File: src/rtl/pgc_pkg.sv
// shared types and constants for the proximity gesture classifier
// no dependencies
`timescale 1ns / 1ps

package pgc_pkg;

	localparam int TimeW   = 32;
	localparam int StampW  = 32;
	localparam int SampleW = 16;
	localparam int DistW   = 12;
	localparam int SlackW  = 10;
	localparam int WaitW   = 16;
	localparam int CodeW   = 3;
	localparam int CfgIdxW = 3;
	localparam int CfgDataW = 16;

	localparam logic [SampleW-1:0] DistLimit = SampleW'(4000);
	localparam logic [DistW-1:0]   DistFar   = DistW'(999);

	localparam logic [CodeW-1:0] GestNone      = 3'd0;
	localparam logic [CodeW-1:0] GestPress     = 3'd1;
	localparam logic [CodeW-1:0] GestCircle    = 3'd2;
	localparam logic [CodeW-1:0] GestSwipeDown = 3'd3;
	localparam logic [CodeW-1:0] GestSwipeUp   = 3'd4;

	localparam logic [CfgIdxW-1:0] RegPressThr   = 3'd0;
	localparam logic [CfgIdxW-1:0] RegNearThr    = 3'd1;
	localparam logic [CfgIdxW-1:0] RegFarThr     = 3'd2;
	localparam logic [CfgIdxW-1:0] RegDebounce   = 3'd3;
	localparam logic [CfgIdxW-1:0] RegCooldown   = 3'd4;
	localparam logic [CfgIdxW-1:0] RegCircleMgn  = 3'd5;
	localparam logic [CfgIdxW-1:0] RegSwipeDelta = 3'd6;

	typedef struct packed {
		logic [DistW-1:0]  press_thr;
		logic [DistW-1:0]  near_thr;
		logic [DistW-1:0]  far_thr;
		logic [WaitW-1:0]  debounce_ms;
		logic [WaitW-1:0]  cooldown_ms;
		logic [SlackW-1:0] circle_margin;
		logic [SlackW-1:0] swipe_delta;
	} cfg_t;

	localparam cfg_t CfgReset = '{
		press_thr:     DistW'(80),
		near_thr:      DistW'(150),
		far_thr:       DistW'(300),
		debounce_ms:   WaitW'(400),
		cooldown_ms:   WaitW'(300),
		circle_margin: SlackW'(30),
		swipe_delta:   SlackW'(20)
	};

endpackage

File: src/rtl/pgc_if.sv
// valid/ready channels for samples and gesture results
// depends on pgc_pkg
`timescale 1ns / 1ps

interface pgc_sample_if;
	logic                        valid;
	logic                        ready;
	logic [pgc_pkg::SampleW-1:0] sample_mm;
	logic                        timed_out;
	logic [pgc_pkg::StampW-1:0]  now_ms;

	modport source (output valid, output sample_mm, output timed_out, output now_ms,
		input ready);
	modport sink (input valid, input sample_mm, input timed_out, input now_ms,
		output ready);
endinterface

interface pgc_gesture_if;
	logic                      valid;
	logic                      ready;
	logic [pgc_pkg::CodeW-1:0] gesture_code;

	modport source (output valid, output gesture_code, input ready);
	modport sink (input valid, input gesture_code, output ready);
endinterface

File: src/rtl/pgc_cfg_regs.sv
// configuration register bank, written by index
// depends on pgc_pkg
`timescale 1ns / 1ps

module pgc_cfg_regs (
	input  logic                         clk,
	input  logic                         arst_n,
	input  logic                         cfg_we,
	input  logic [pgc_pkg::CfgIdxW-1:0]  cfg_index,
	input  logic [pgc_pkg::CfgDataW-1:0] cfg_wdata,
	output pgc_pkg::cfg_t                cfg
);

	pgc_pkg::cfg_t cfg_q;

	always_ff @(posedge clk or negedge arst_n) begin
		if (!arst_n) begin
			cfg_q <= pgc_pkg::CfgReset;
		end else if (cfg_we) begin
			case (cfg_index)
				pgc_pkg::RegPressThr:   cfg_q.press_thr     <= cfg_wdata[pgc_pkg::DistW-1:0];
				pgc_pkg::RegNearThr:    cfg_q.near_thr      <= cfg_wdata[pgc_pkg::DistW-1:0];
				pgc_pkg::RegFarThr:     cfg_q.far_thr       <= cfg_wdata[pgc_pkg::DistW-1:0];
				pgc_pkg::RegDebounce:   cfg_q.debounce_ms   <= cfg_wdata[pgc_pkg::WaitW-1:0];
				pgc_pkg::RegCooldown:   cfg_q.cooldown_ms   <= cfg_wdata[pgc_pkg::WaitW-1:0];
				pgc_pkg::RegCircleMgn:  cfg_q.circle_margin <= cfg_wdata[pgc_pkg::SlackW-1:0];
				pgc_pkg::RegSwipeDelta: cfg_q.swipe_delta   <= cfg_wdata[pgc_pkg::SlackW-1:0];
				default: ;
			endcase
		end
	end

	assign cfg = cfg_q;

endmodule

File: src/rtl/pgc_core.sv
// input register, gesture decision logic with its history state, result register
// depends on pgc_pkg and the channel interfaces in pgc_if
`timescale 1ns / 1ps

module pgc_core (
	input  logic          clk,
	input  logic          arst_n,
	input  pgc_pkg::cfg_t cfg,
	pgc_sample_if.sink    sample_ch,
	pgc_gesture_if.source gesture_ch
);

	localparam int SumW = pgc_pkg::DistW + 1;

	logic                        valid_s1;
	logic [pgc_pkg::DistW-1:0]   dist_s1;
	logic [pgc_pkg::TimeW-1:0]   now_s1;
	logic                        out_valid_q;
	logic [pgc_pkg::CodeW-1:0]   gesture_q;

	logic [pgc_pkg::DistW-1:0]   prev_dist_q;
	logic                        prev_near_q;
	logic [pgc_pkg::TimeW-1:0]   press_time_q;
	logic [pgc_pkg::TimeW-1:0]   gesture_time_q;

	logic                        accept;
	logic                        advance;
	logic [pgc_pkg::DistW-1:0]   dist_in;
	logic                        is_near;
	logic                        is_press;
	logic [pgc_pkg::TimeW-1:0]   press_age;
	logic [pgc_pkg::TimeW-1:0]   gesture_age;
	logic                        press_hit;
	logic                        cool_ok;
	logic [SumW-1:0]             circle_bound;
	logic [SumW-1:0]             down_bound;
	logic [SumW-1:0]             up_bound;
	logic                        want;
	logic [pgc_pkg::CodeW-1:0]   cand;
	logic [pgc_pkg::CodeW-1:0]   code;

	// stage 1 moves on when the result register is free or being drained
	assign advance = valid_s1 && (!out_valid_q || gesture_ch.ready);
	assign sample_ch.ready = !valid_s1 || advance;
	assign accept = sample_ch.valid && sample_ch.ready;

	// out-of-range or timed-out readings read as far away
	assign dist_in = (sample_ch.timed_out || sample_ch.sample_mm > pgc_pkg::DistLimit)
		? pgc_pkg::DistFar : sample_ch.sample_mm[pgc_pkg::DistW-1:0];

	always_ff @(posedge clk or negedge arst_n) begin
		if (!arst_n) begin
			valid_s1 <= 1'b0;
		end else if (sample_ch.ready) begin
			valid_s1 <= sample_ch.valid;
		end
	end

	always_ff @(posedge clk) begin
		if (accept) begin
			dist_s1 <= dist_in;
			now_s1  <= pgc_pkg::TimeW'(sample_ch.now_ms);
		end
	end

	// decision
	assign is_near  = dist_s1 < cfg.near_thr;
	assign is_press = dist_s1 < cfg.press_thr;

	assign press_age   = now_s1 - press_time_q;
	assign gesture_age = now_s1 - gesture_time_q;
	assign press_hit   = is_press && (press_age > pgc_pkg::TimeW'(cfg.debounce_ms));
	assign cool_ok     = gesture_age >= pgc_pkg::TimeW'(cfg.cooldown_ms);

	assign circle_bound = SumW'(cfg.press_thr) + SumW'(cfg.circle_margin);
	assign down_bound   = SumW'(dist_s1) + SumW'(cfg.swipe_delta);
	assign up_bound     = SumW'(prev_dist_q) + SumW'(cfg.swipe_delta);

	always_comb begin
		want = 1'b0;
		cand = pgc_pkg::GestNone;
		if (press_hit) begin
			want = 1'b1;
			cand = pgc_pkg::GestPress;
		end else if (prev_near_q && !is_near && prev_dist_q < cfg.near_thr) begin
			if (SumW'(prev_dist_q) < circle_bound) begin
				want = 1'b1;
				cand = pgc_pkg::GestCircle;
			end
		end else if (is_near && prev_dist_q > cfg.far_thr) begin
			if (SumW'(prev_dist_q) > down_bound) begin
				want = 1'b1;
				cand = pgc_pkg::GestSwipeDown;
			end else if (SumW'(dist_s1) > up_bound) begin
				want = 1'b1;
				cand = pgc_pkg::GestSwipeUp;
			end
		end
		code = (want && cool_ok) ? cand : pgc_pkg::GestNone;
	end

	// history, updated once per transaction
	always_ff @(posedge clk or negedge arst_n) begin
		if (!arst_n) begin
			prev_dist_q    <= pgc_pkg::DistFar;
			prev_near_q    <= 1'b0;
			press_time_q   <= '0;
			gesture_time_q <= '0;
		end else if (advance) begin
			prev_dist_q <= dist_s1;
			prev_near_q <= is_near;
			if (press_hit) begin
				press_time_q <= now_s1;
			end
			if (want && cool_ok) begin
				gesture_time_q <= now_s1;
			end
		end
	end

	// result register
	always_ff @(posedge clk or negedge arst_n) begin
		if (!arst_n) begin
			out_valid_q <= 1'b0;
		end else if (advance) begin
			out_valid_q <= 1'b1;
		end else if (gesture_ch.ready) begin
			out_valid_q <= 1'b0;
		end
	end

	always_ff @(posedge clk) begin
		if (advance) begin
			gesture_q <= code;
		end
	end

	assign gesture_ch.valid        = out_valid_q;
	assign gesture_ch.gesture_code = gesture_q;

endmodule

File: src/rtl/proximity_gesture_classifier.sv
// Proximity gesture classifier: takes one distance sample per transaction and returns
// one gesture code for it (none, press, circle, swipe down, swipe up). A new sample is
// accepted every cycle while gesture_ch is ready; it goes to the input register, its code
// to the result register, and the decision is a single pass of compares and adds between
// those two registers. The user must write configuration through cfg_we, cfg_index and
// cfg_wdata only while no transaction is in flight; the block itself does not enforce it.
// depends on pgc_pkg, pgc_if, pgc_cfg_regs and pgc_core
`timescale 1ns / 1ps

module proximity_gesture_classifier (
	input  logic                         clk,
	input  logic                         arst_n,
	pgc_sample_if.sink                   sample_ch,
	pgc_gesture_if.source                gesture_ch,
	input  logic                         cfg_we,
	input  logic [pgc_pkg::CfgIdxW-1:0]  cfg_index,
	input  logic [pgc_pkg::CfgDataW-1:0] cfg_wdata
);

	pgc_pkg::cfg_t cfg;

	pgc_cfg_regs u_cfg_regs (
		.clk       (clk),
		.arst_n    (arst_n),
		.cfg_we    (cfg_we),
		.cfg_index (cfg_index),
		.cfg_wdata (cfg_wdata),
		.cfg       (cfg)
	);

	pgc_core u_core (
		.clk        (clk),
		.arst_n     (arst_n),
		.cfg        (cfg),
		.sample_ch  (sample_ch),
		.gesture_ch (gesture_ch)
	);

endmodule

File: src/flat_wrapper.sv
// flat-port wrapper written by rule: the top's interface ports become plain ports
module proximity_gesture_classifier_flat 
  (clk, arst_n, cfg_we, cfg_index, cfg_wdata, sample_ch_valid, sample_ch_sample_mm, sample_ch_timed_out, sample_ch_now_ms, sample_ch_ready, gesture_ch_valid, gesture_ch_gesture_code, gesture_ch_ready);
  pgc_sample_if sample_ch_i ();
  pgc_gesture_if gesture_ch_i ();
  input  logic clk;
  input  logic arst_n;
  input  logic cfg_we;
  input  logic [pgc_pkg::CfgIdxW-1:0] cfg_index;
  input  logic [pgc_pkg::CfgDataW-1:0] cfg_wdata;
  input wire logic [$bits(sample_ch_i.valid)-1:0] sample_ch_valid;
  input wire logic [$bits(sample_ch_i.sample_mm)-1:0] sample_ch_sample_mm;
  input wire logic [$bits(sample_ch_i.timed_out)-1:0] sample_ch_timed_out;
  input wire logic [$bits(sample_ch_i.now_ms)-1:0] sample_ch_now_ms;
  output wire logic [$bits(sample_ch_i.ready)-1:0] sample_ch_ready;
  output wire logic [$bits(gesture_ch_i.valid)-1:0] gesture_ch_valid;
  output wire logic [$bits(gesture_ch_i.gesture_code)-1:0] gesture_ch_gesture_code;
  input wire logic [$bits(gesture_ch_i.ready)-1:0] gesture_ch_ready;
  assign sample_ch_i.valid = sample_ch_valid;
  assign sample_ch_i.sample_mm = sample_ch_sample_mm;
  assign sample_ch_i.timed_out = sample_ch_timed_out;
  assign sample_ch_i.now_ms = sample_ch_now_ms;
  assign sample_ch_ready = sample_ch_i.ready;
  assign gesture_ch_valid = gesture_ch_i.valid;
  assign gesture_ch_gesture_code = gesture_ch_i.gesture_code;
  assign gesture_ch_i.ready = gesture_ch_ready;
  proximity_gesture_classifier u_core (.clk(clk), .arst_n(arst_n), .sample_ch(sample_ch_i), .gesture_ch(gesture_ch_i), .cfg_we(cfg_we), .cfg_index(cfg_index), .cfg_wdata(cfg_wdata));
endmodule
File: config.mk
export PLATFORM = sky130hd
export DESIGN_NAME = proximity_gesture_classifier_flat
export DESIGN_NICKNAME = d
export VERILOG_FILES = /design/src/rtl/pgc_pkg.sv /design/src/rtl/pgc_if.sv /design/src/rtl/pgc_cfg_regs.sv /design/src/rtl/pgc_core.sv /design/src/rtl/proximity_gesture_classifier.sv /design/src/flat_wrapper.sv
export SDC_FILE = /design/constraint.sdc
export NUM_CORES = 1
export LEC_CHECK = 0
export BUFFER_PORTS_ARGS = -buffer_cell sky130_fd_sc_hd__buf_4
export CORE_MARGIN = 2
export CORE_UTILIZATION = 45
export CTS_BUF_LIST = sky130_fd_sc_hd__clkbuf_16
export DETAILED_ROUTE_END_ITERATION = 7
export SYNTH_ARGS = -nofsm -noshare
export SYNTH_HDL_FRONTEND = slang
export SYNTH_HIERARCHICAL = 1
export SYNTH_SLANG_ARGS = --single-unit
File: constraint.sdc
create_clock -name clk -period 6.71 [get_ports clk]
set_clock_uncertainty 0.05 [all_clocks]
set_input_delay 1.6775 -clock clk [delete_from_list [all_inputs] [get_ports clk]]
set_output_delay 1.6775 -clock clk [all_outputs]
set_load 0.01 [all_outputs]
# Word level (Yosys, flattened, before mapping)
# Index checks and enable logic that the tools add are counted.
[word_totals]
register_bits = 214
wordCells = 78
output_inout_bits = 5
[op_classes]
n_mux = 14
n_reduce_logical = 25
add_sub_neg = 5
n_bitwise = 1
eq_ne = 6
n_lt_le_gt_ge = 10
[ops]
columns = ["cell", "n"]
rows = [
  ["32-bit subtractor", 2],
  ["12-bit by 10-bit adder with 13-bit output", 3],
  ["12-bit less-than comparator", 3],
  ["32-bit by 16-bit greater-or-equal comparator with 1-bit output", 1],
  ["32-bit by 16-bit > comparator with 1-bit output", 1],
  ["12-bit by 13-bit > comparator with 1-bit output", 2],
  ["2-bit AND reduction", 9],
  ["16-bit by 12-bit > comparator with 1-bit output, second input constant", 1],
  ["12-bit by 13-bit less-than comparator with 1-bit output", 1],
  ["12-bit > comparator", 1],
  ["3-bit two-way mux", 4],
  ["3-bit equality test, second input constant", 3],
  ["1-bit two-way mux", 9],
  ["1-bit logical AND", 7],
  ["3-bit by 2-bit equality test with 1-bit output, second input constant", 2],
  ["3-bit by 1-bit equality test with 1-bit output, second input constant", 1],
  ["1-bit zero test", 3],
  ["3-bit zero test", 1],
  ["1-bit logical OR", 3],
  ["2-bit two-way mux", 1],
  ["2-bit nonzero test", 1],
  ["2-bit OR reduction", 1],
  ["1-bit NOT", 1],
]

# Depth between registers and ports, before layout
[depth]
word_depth = 10
ltp_mapped = 24
ltp_nobuf = 23

# Modules after synthesis
# Netlist, hierarchy kept.
[modules_own_cells]
columns = ["module", "area_per_inst_um2", "n_inst", "cells_each"]
rows = [
  ["pgc_core", 12837.3, 1, 1468],
  ["pgc_cfg_regs", 3355.7, 1, 191],
]

# Worst setup path after synthesis
# No wires, ideal clock.
[synth_timing]
path_type = "register to register"
from = "reg u_core/u_core/now_s1[1] (netlist name)"
to = "reg u_core/u_core/gesture_time_q[10] (netlist name)"
required_time_ps = 6535
stages_incl_launch_ff = 24
setup_time_ps = 125
arrival_ps = 5062
slack_ps = 1473
path_cell_list = "edfxtp_1 -> ha_1 -> nor2b_1 -> o211a_1 -> nand2b_1 -> a21oi_1 -> nor2b_1 -> o21ai_0 -> nand2b_1 -> a21o_1 -> a21oi_1 -> xnor2_1 -> ha_1 -> a21o_1 -> nand3_1 -> a21oi_1 -> or4b_1 -> a2111o_1 -> a2111o_1 -> a2111oi_2 -> and4_4 -> a211oi_4 -> buf_12 -> mux2_4"
[synth_between]
elab_chain_len = 6
elab_cells_between_ends = 8
classes_between = "2 x add/sub; 2 x order compare; 1 x mux; 3 x reduce/logical"
[synth_lines]
columns = ["element", "line_no", "source"]
rows = [
  ["start: declaration", "pgc_core.sv:17", "logic [pgc_pkg::TimeW-1:0] now_s1;"],
  ["start signal: assignment", "pgc_core.sv:62", "now_s1 <= pgc_pkg::TimeW'(sample_ch.now_ms);"],
  ["32-bit subtractor", "pgc_core.sv:70", "assign press_age = now_s1 - press_time_q;"],
  ["32-bit by 16-bit > comparator with 1-bit output", "pgc_core.sv:72", "assign press_hit = is_press && (press_age > pgc_pkg::TimeW'(cfg.debounce_ms));"],
  ["1-bit logical AND", "pgc_core.sv:72", ""],
  ["1-bit two-way mux", "pgc_core.sv:82", "if (press_hit) begin"],
  ["1-bit logical AND *", "pgc_core.sv:115", "if (want && cool_ok) begin"],
  ["2-bit AND reduction (no source line) *", "-", ""],
  ["end signal: assignment", "pgc_core.sv:116", "gesture_time_q <= now_s1;"],
  ["end: declaration", "pgc_core.sv:24", "logic [pgc_pkg::TimeW-1:0] gesture_time_q;"],
]
# Mark *: on every way between the ends. The rest lies on a longest branch, timed or not.
# A chain may end at the register's enable or synchronous reset.

# Worst setup path in the final report
[layout_timing]
from = "reg u_core/u_core/now_s1[4] (netlist name)"
to = "reg u_core/u_core/gesture_time_q[13] (netlist name)"
# Same word-level chain as after synthesis.

==> impl_metrics.tcl <==
set metrics [dict create \
    ant_nets 0 \
    rows 69 \
    post_cts_resized 0 \
    cts_made_buffers 27 \
    synth_ff_type "dfrtp_1" \
    cts_setup_buffers 0 \
    yosys.area.top_type "dfrtp_1" \
    ys_ff_latch 214 \
    synth_edf_count 47 \
    synthesis.yosys.warnings 6 \
    drt_iter0_drc 728 \
    worst_path_max_delay_cell "or4_1" \
    finalSetupViolCount 0 \
    finalHoldViolations 0 \
    critPathMaxFanout 32 \
    status "finished clean" \
    dr.pass1.iters 6 \
    start_util_pct 45.6 \
    rsz0062_at_grt "false" \
    place_ws_ns 0.906 \
    crit_type "reg2reg" \
    vias 12611 \
    root_buffer "clkbuf_16" \
    yosysSeqAreaShare_pct 34.8 \
    drcViolationCount 0 \
    wl_per_cell_um 19.6 \
    cts_tree "yes" \
    avgViaCountPerCell 5.71 \
    grt_pass1_vias 12454 \
    routed_wl_mm 43.3 \
    antenna_found_initial 0 \
    setup-tns-final_ns 0 \
    critPathCaptureType "flop" \
    postSynthAreaPerCell_sq_um 9.76 \
    syn_inst 1659 \
    die_w_um 194 \
    layout-drive-gt1-share_pct 18.4 \
    insertion_delay_ns 0.57 \
    grt-ovfl-total 0 \
    place.gp.congestion 0.895 \
    period_needed_ns 5.85 \
    post-route-util_pct 50.8 \
    hp-class "reg2reg" \
    track_usage_pct 23.0 \
    drv_cap 0 \
    antennaDiodeCount 0 \
    yosysTopAreaCellShare_pct 21.0 \
    ys_types 89 \
    irDropWorstVdd_mv 0.300 \
    period_share_pct 87.2 \
    critPathLaunchType "flop" \
    arrival_ns 6.24 \
    async_flop_share_pct 78.0 \
    core_area_sq_mm 0.0355 \
    setup_slack_ns 0.858 \
    clock_sinks 214 \
    cts_buffer_depth 3 \
    path_cells "ha_1 > a21o_1 > a31o_2 > o21ai_0 > and2_1 > o21bai_1 > xor2_1 > ha_1 > nand4_1 > nor4_1 > a22oi_1 > or4_1 > nor4b_1 > a31o_2 > a211oi_4 > buf_12 > mux2_4" \
    dp_hpwl_mm 33.4 \
    num_io_pins 78 \
    power.total_w 0.00750 \
    cts_hold_buf 0 \
    slowest_delay_ns 0.57 \
    leakage_nw 8.09 \
    clk_pin_slew_ns 0.06 \
    dieArea_sq_mm 0.0375 \
    areaGrowthSynthToFinish_pct 11.4 \
    port-buffer-count 77 \
    timing.fmax_mhz 171 \
    slew_headroom_pct 21.0 \
    synthTopCellsByArea "dfrtp_1 (21%), ha_1 (16%), edfxtp_1 (8.7%)" \
    grt_pass1_wl_mm 69.5 \
    worst-endpoint-required_ns 7.10 \
    nets 2010 \
    die_h_um 194 \
    synth_nets 1941 \
    h-tree-depth 1 \
    worst_slew_pin_slew_ns 1.18 \
    report.final.slew_viol_count 0 \
    netlist_area_sq_mm 0.0162 \
    fill_cells 3287 \
    grt_max_degree 78 \
    powerDensity_mw_per_mm2 416 \
]
metrics by stage:
stage / cell area, sq um / std cells / hold WS (ns)
global placement: 17200 / 2160 / 0.419
finish: 18000 / 2210 / 0.441
detailed placement: 17200 / 2160 / 0.428
floorplan: 16200 / 1659 / 0.393
global route: 18000 / 2210 / 0.466
CTS: 18000 / 2210 / 0.441
cell usage after synthesis, types with 11 or more instances:
cell type / instances
nor3_1: 23
mux2i_1: 11
edfxtp_1: 47
nand2_1: 86
a31oi_1: 12
dfrtp_1: 136
a21o_1: 43
o211ai_1: 15
mux2_4: 29
o21bai_1: 17
xor2_1: 16
nand3_1: 55
nor2b_1: 11
clkbuf_1: 26
mux2_2: 103
buf_2: 11
and2_1: 11
inv_1: 166
xnor2_1: 46
ha_1: 204
nand2b_1: 31
a211oi_1: 14
nor2_1: 79
nand4_1: 38
a21oi_1: 120
dfstp_2: 31
o21ai_0: 112
worst max-delay path: cells and delay by family, from the launching register on:
kind	cells	cell delay, ns
adders and majority gates	2	0.73
DFF	1	0.45
muxes	1	0.34
buffers and inverters	1	0.18
AOI/OAI and AO/OA	7	1.77
xor gates and xnor gates	1	0.15
and+or+nand+nor	5	1.97
sequential cells by signal, indices dropped and copies added, names as in the netlist:
name,cells
u_core/u_core/gesture_ch.gesture_code,3
u_core/u_core/gesture_ch.valid,1
u_core/u_core/now_s1,32
u_core/u_core/valid_s1,1
u_core/u_core/press_time_q,32
u_core/u_core/prev_dist_q,12
u_core/u_core/prev_near_q,1
u_core/u_core/dist_s1,12
u_core/u_cfg_regs/cfg,88
u_core/u_core/gesture_time_q,32
placed cells by master, fill, tap and decap left out, types with 9 or more instances in the layout:
master / n
nand4_1: 38
and2_1: 10
nand2_1: 86
mux2_4: 29
o211ai_1: 15
nor4_1: 9
clkbuf_16: 27
nand2b_1: 31
nand3_1: 55
nor2b_1: 11
a31oi_1: 11
mux2i_1: 11
a211oi_1: 14
mux2_2: 103
a21o_1: 43
o21a_1: 10
ha_1: 204
nor2_1: 78
buf_4: 85
edfxtp_1: 47
dfrtp_1: 136
inv_1: 174
o21ai_0: 112
xor2_1: 16
a21oi_1: 120
o21bai_1: 17
dfstp_2: 31
nor3_1: 23
xnor2_1: 46
worst paths after layout:
check	cells after the start	slack, ns	end	start
max in group asynchronous	2	4.24	u_core/u_cfg_regs/cfg[77]$_DFFE_PN0P_	arst_n
min in group asynchronous	1	1.12	u_core/u_core/press_time_q[27]$_DFFE_PN0P_	arst_n
worst min-delay path	2	0.44	u_core/u_core/prev_near_q$_DFFE_PN0P_	u_core/u_core/prev_near_q$_DFFE_PN0P_
worst min register to register	2	0.44	u_core/u_core/prev_near_q$_DFFE_PN0P_	u_core/u_core/prev_near_q$_DFFE_PN0P_
worst max-delay path	17	0.86	u_core/u_core/gesture_time_q[13]$_DFFE_PN0P_	u_core/u_core/now_s1[4]$_DFFE_PP_
worst max register to register	17	0.86	u_core/u_core/gesture_time_q[13]$_DFFE_PN0P_	u_core/u_core/now_s1[4]$_DFFE_PP_
report_power, final:
part / internal (W) / total [W] / switching (W)
clock network: 0.000809 / 0.00141 / 0.000596
registers: 0.00168 / 0.00188 / 0.000199
logic: 0.00180 / 0.00422 / 0.00242
layer usage:
layer / up-vias / GRT usage (%) / wire, um
li1: 6208 / - / -
met1: 6067 / 32.1 / 20600
met2: 270 / 37.0 / 19500
met3: 66 / 3.72 / 2020
met4: 0 / 6.42 / 1180
met5: - / 0 / 0
cells by family (layout without fill, tap and decap cells):
kind of cell             count (synthesis)  in the layout  synth area share (%)
adder cells (fa/ha/maj)                209            209                  16.4
flip-flops                             214            214                  34.8
AND/OR/NAND/NOR                        395            395                  12.7
AO/OA/AOI/OAI                          422            422                  16.6
buffers and inverters                  214            304                  5.63
multiplexers                           143            143                  10.5
XOR/XNOR                                62             62                  3.35
cell type report:
cell class              count  area [sq um]  area share [%]
well taps                 461           577            3.20
repair buffers             87           669            3.71
flip-flops and latches    214          5630            31.2
inverters                 167           627            3.48
multi-input cells        1231          9680            53.7
clock buffers              27           676            3.75
clock inverters            23           175           0.971
Note: power is estimated with default switching activity, not from simulation.
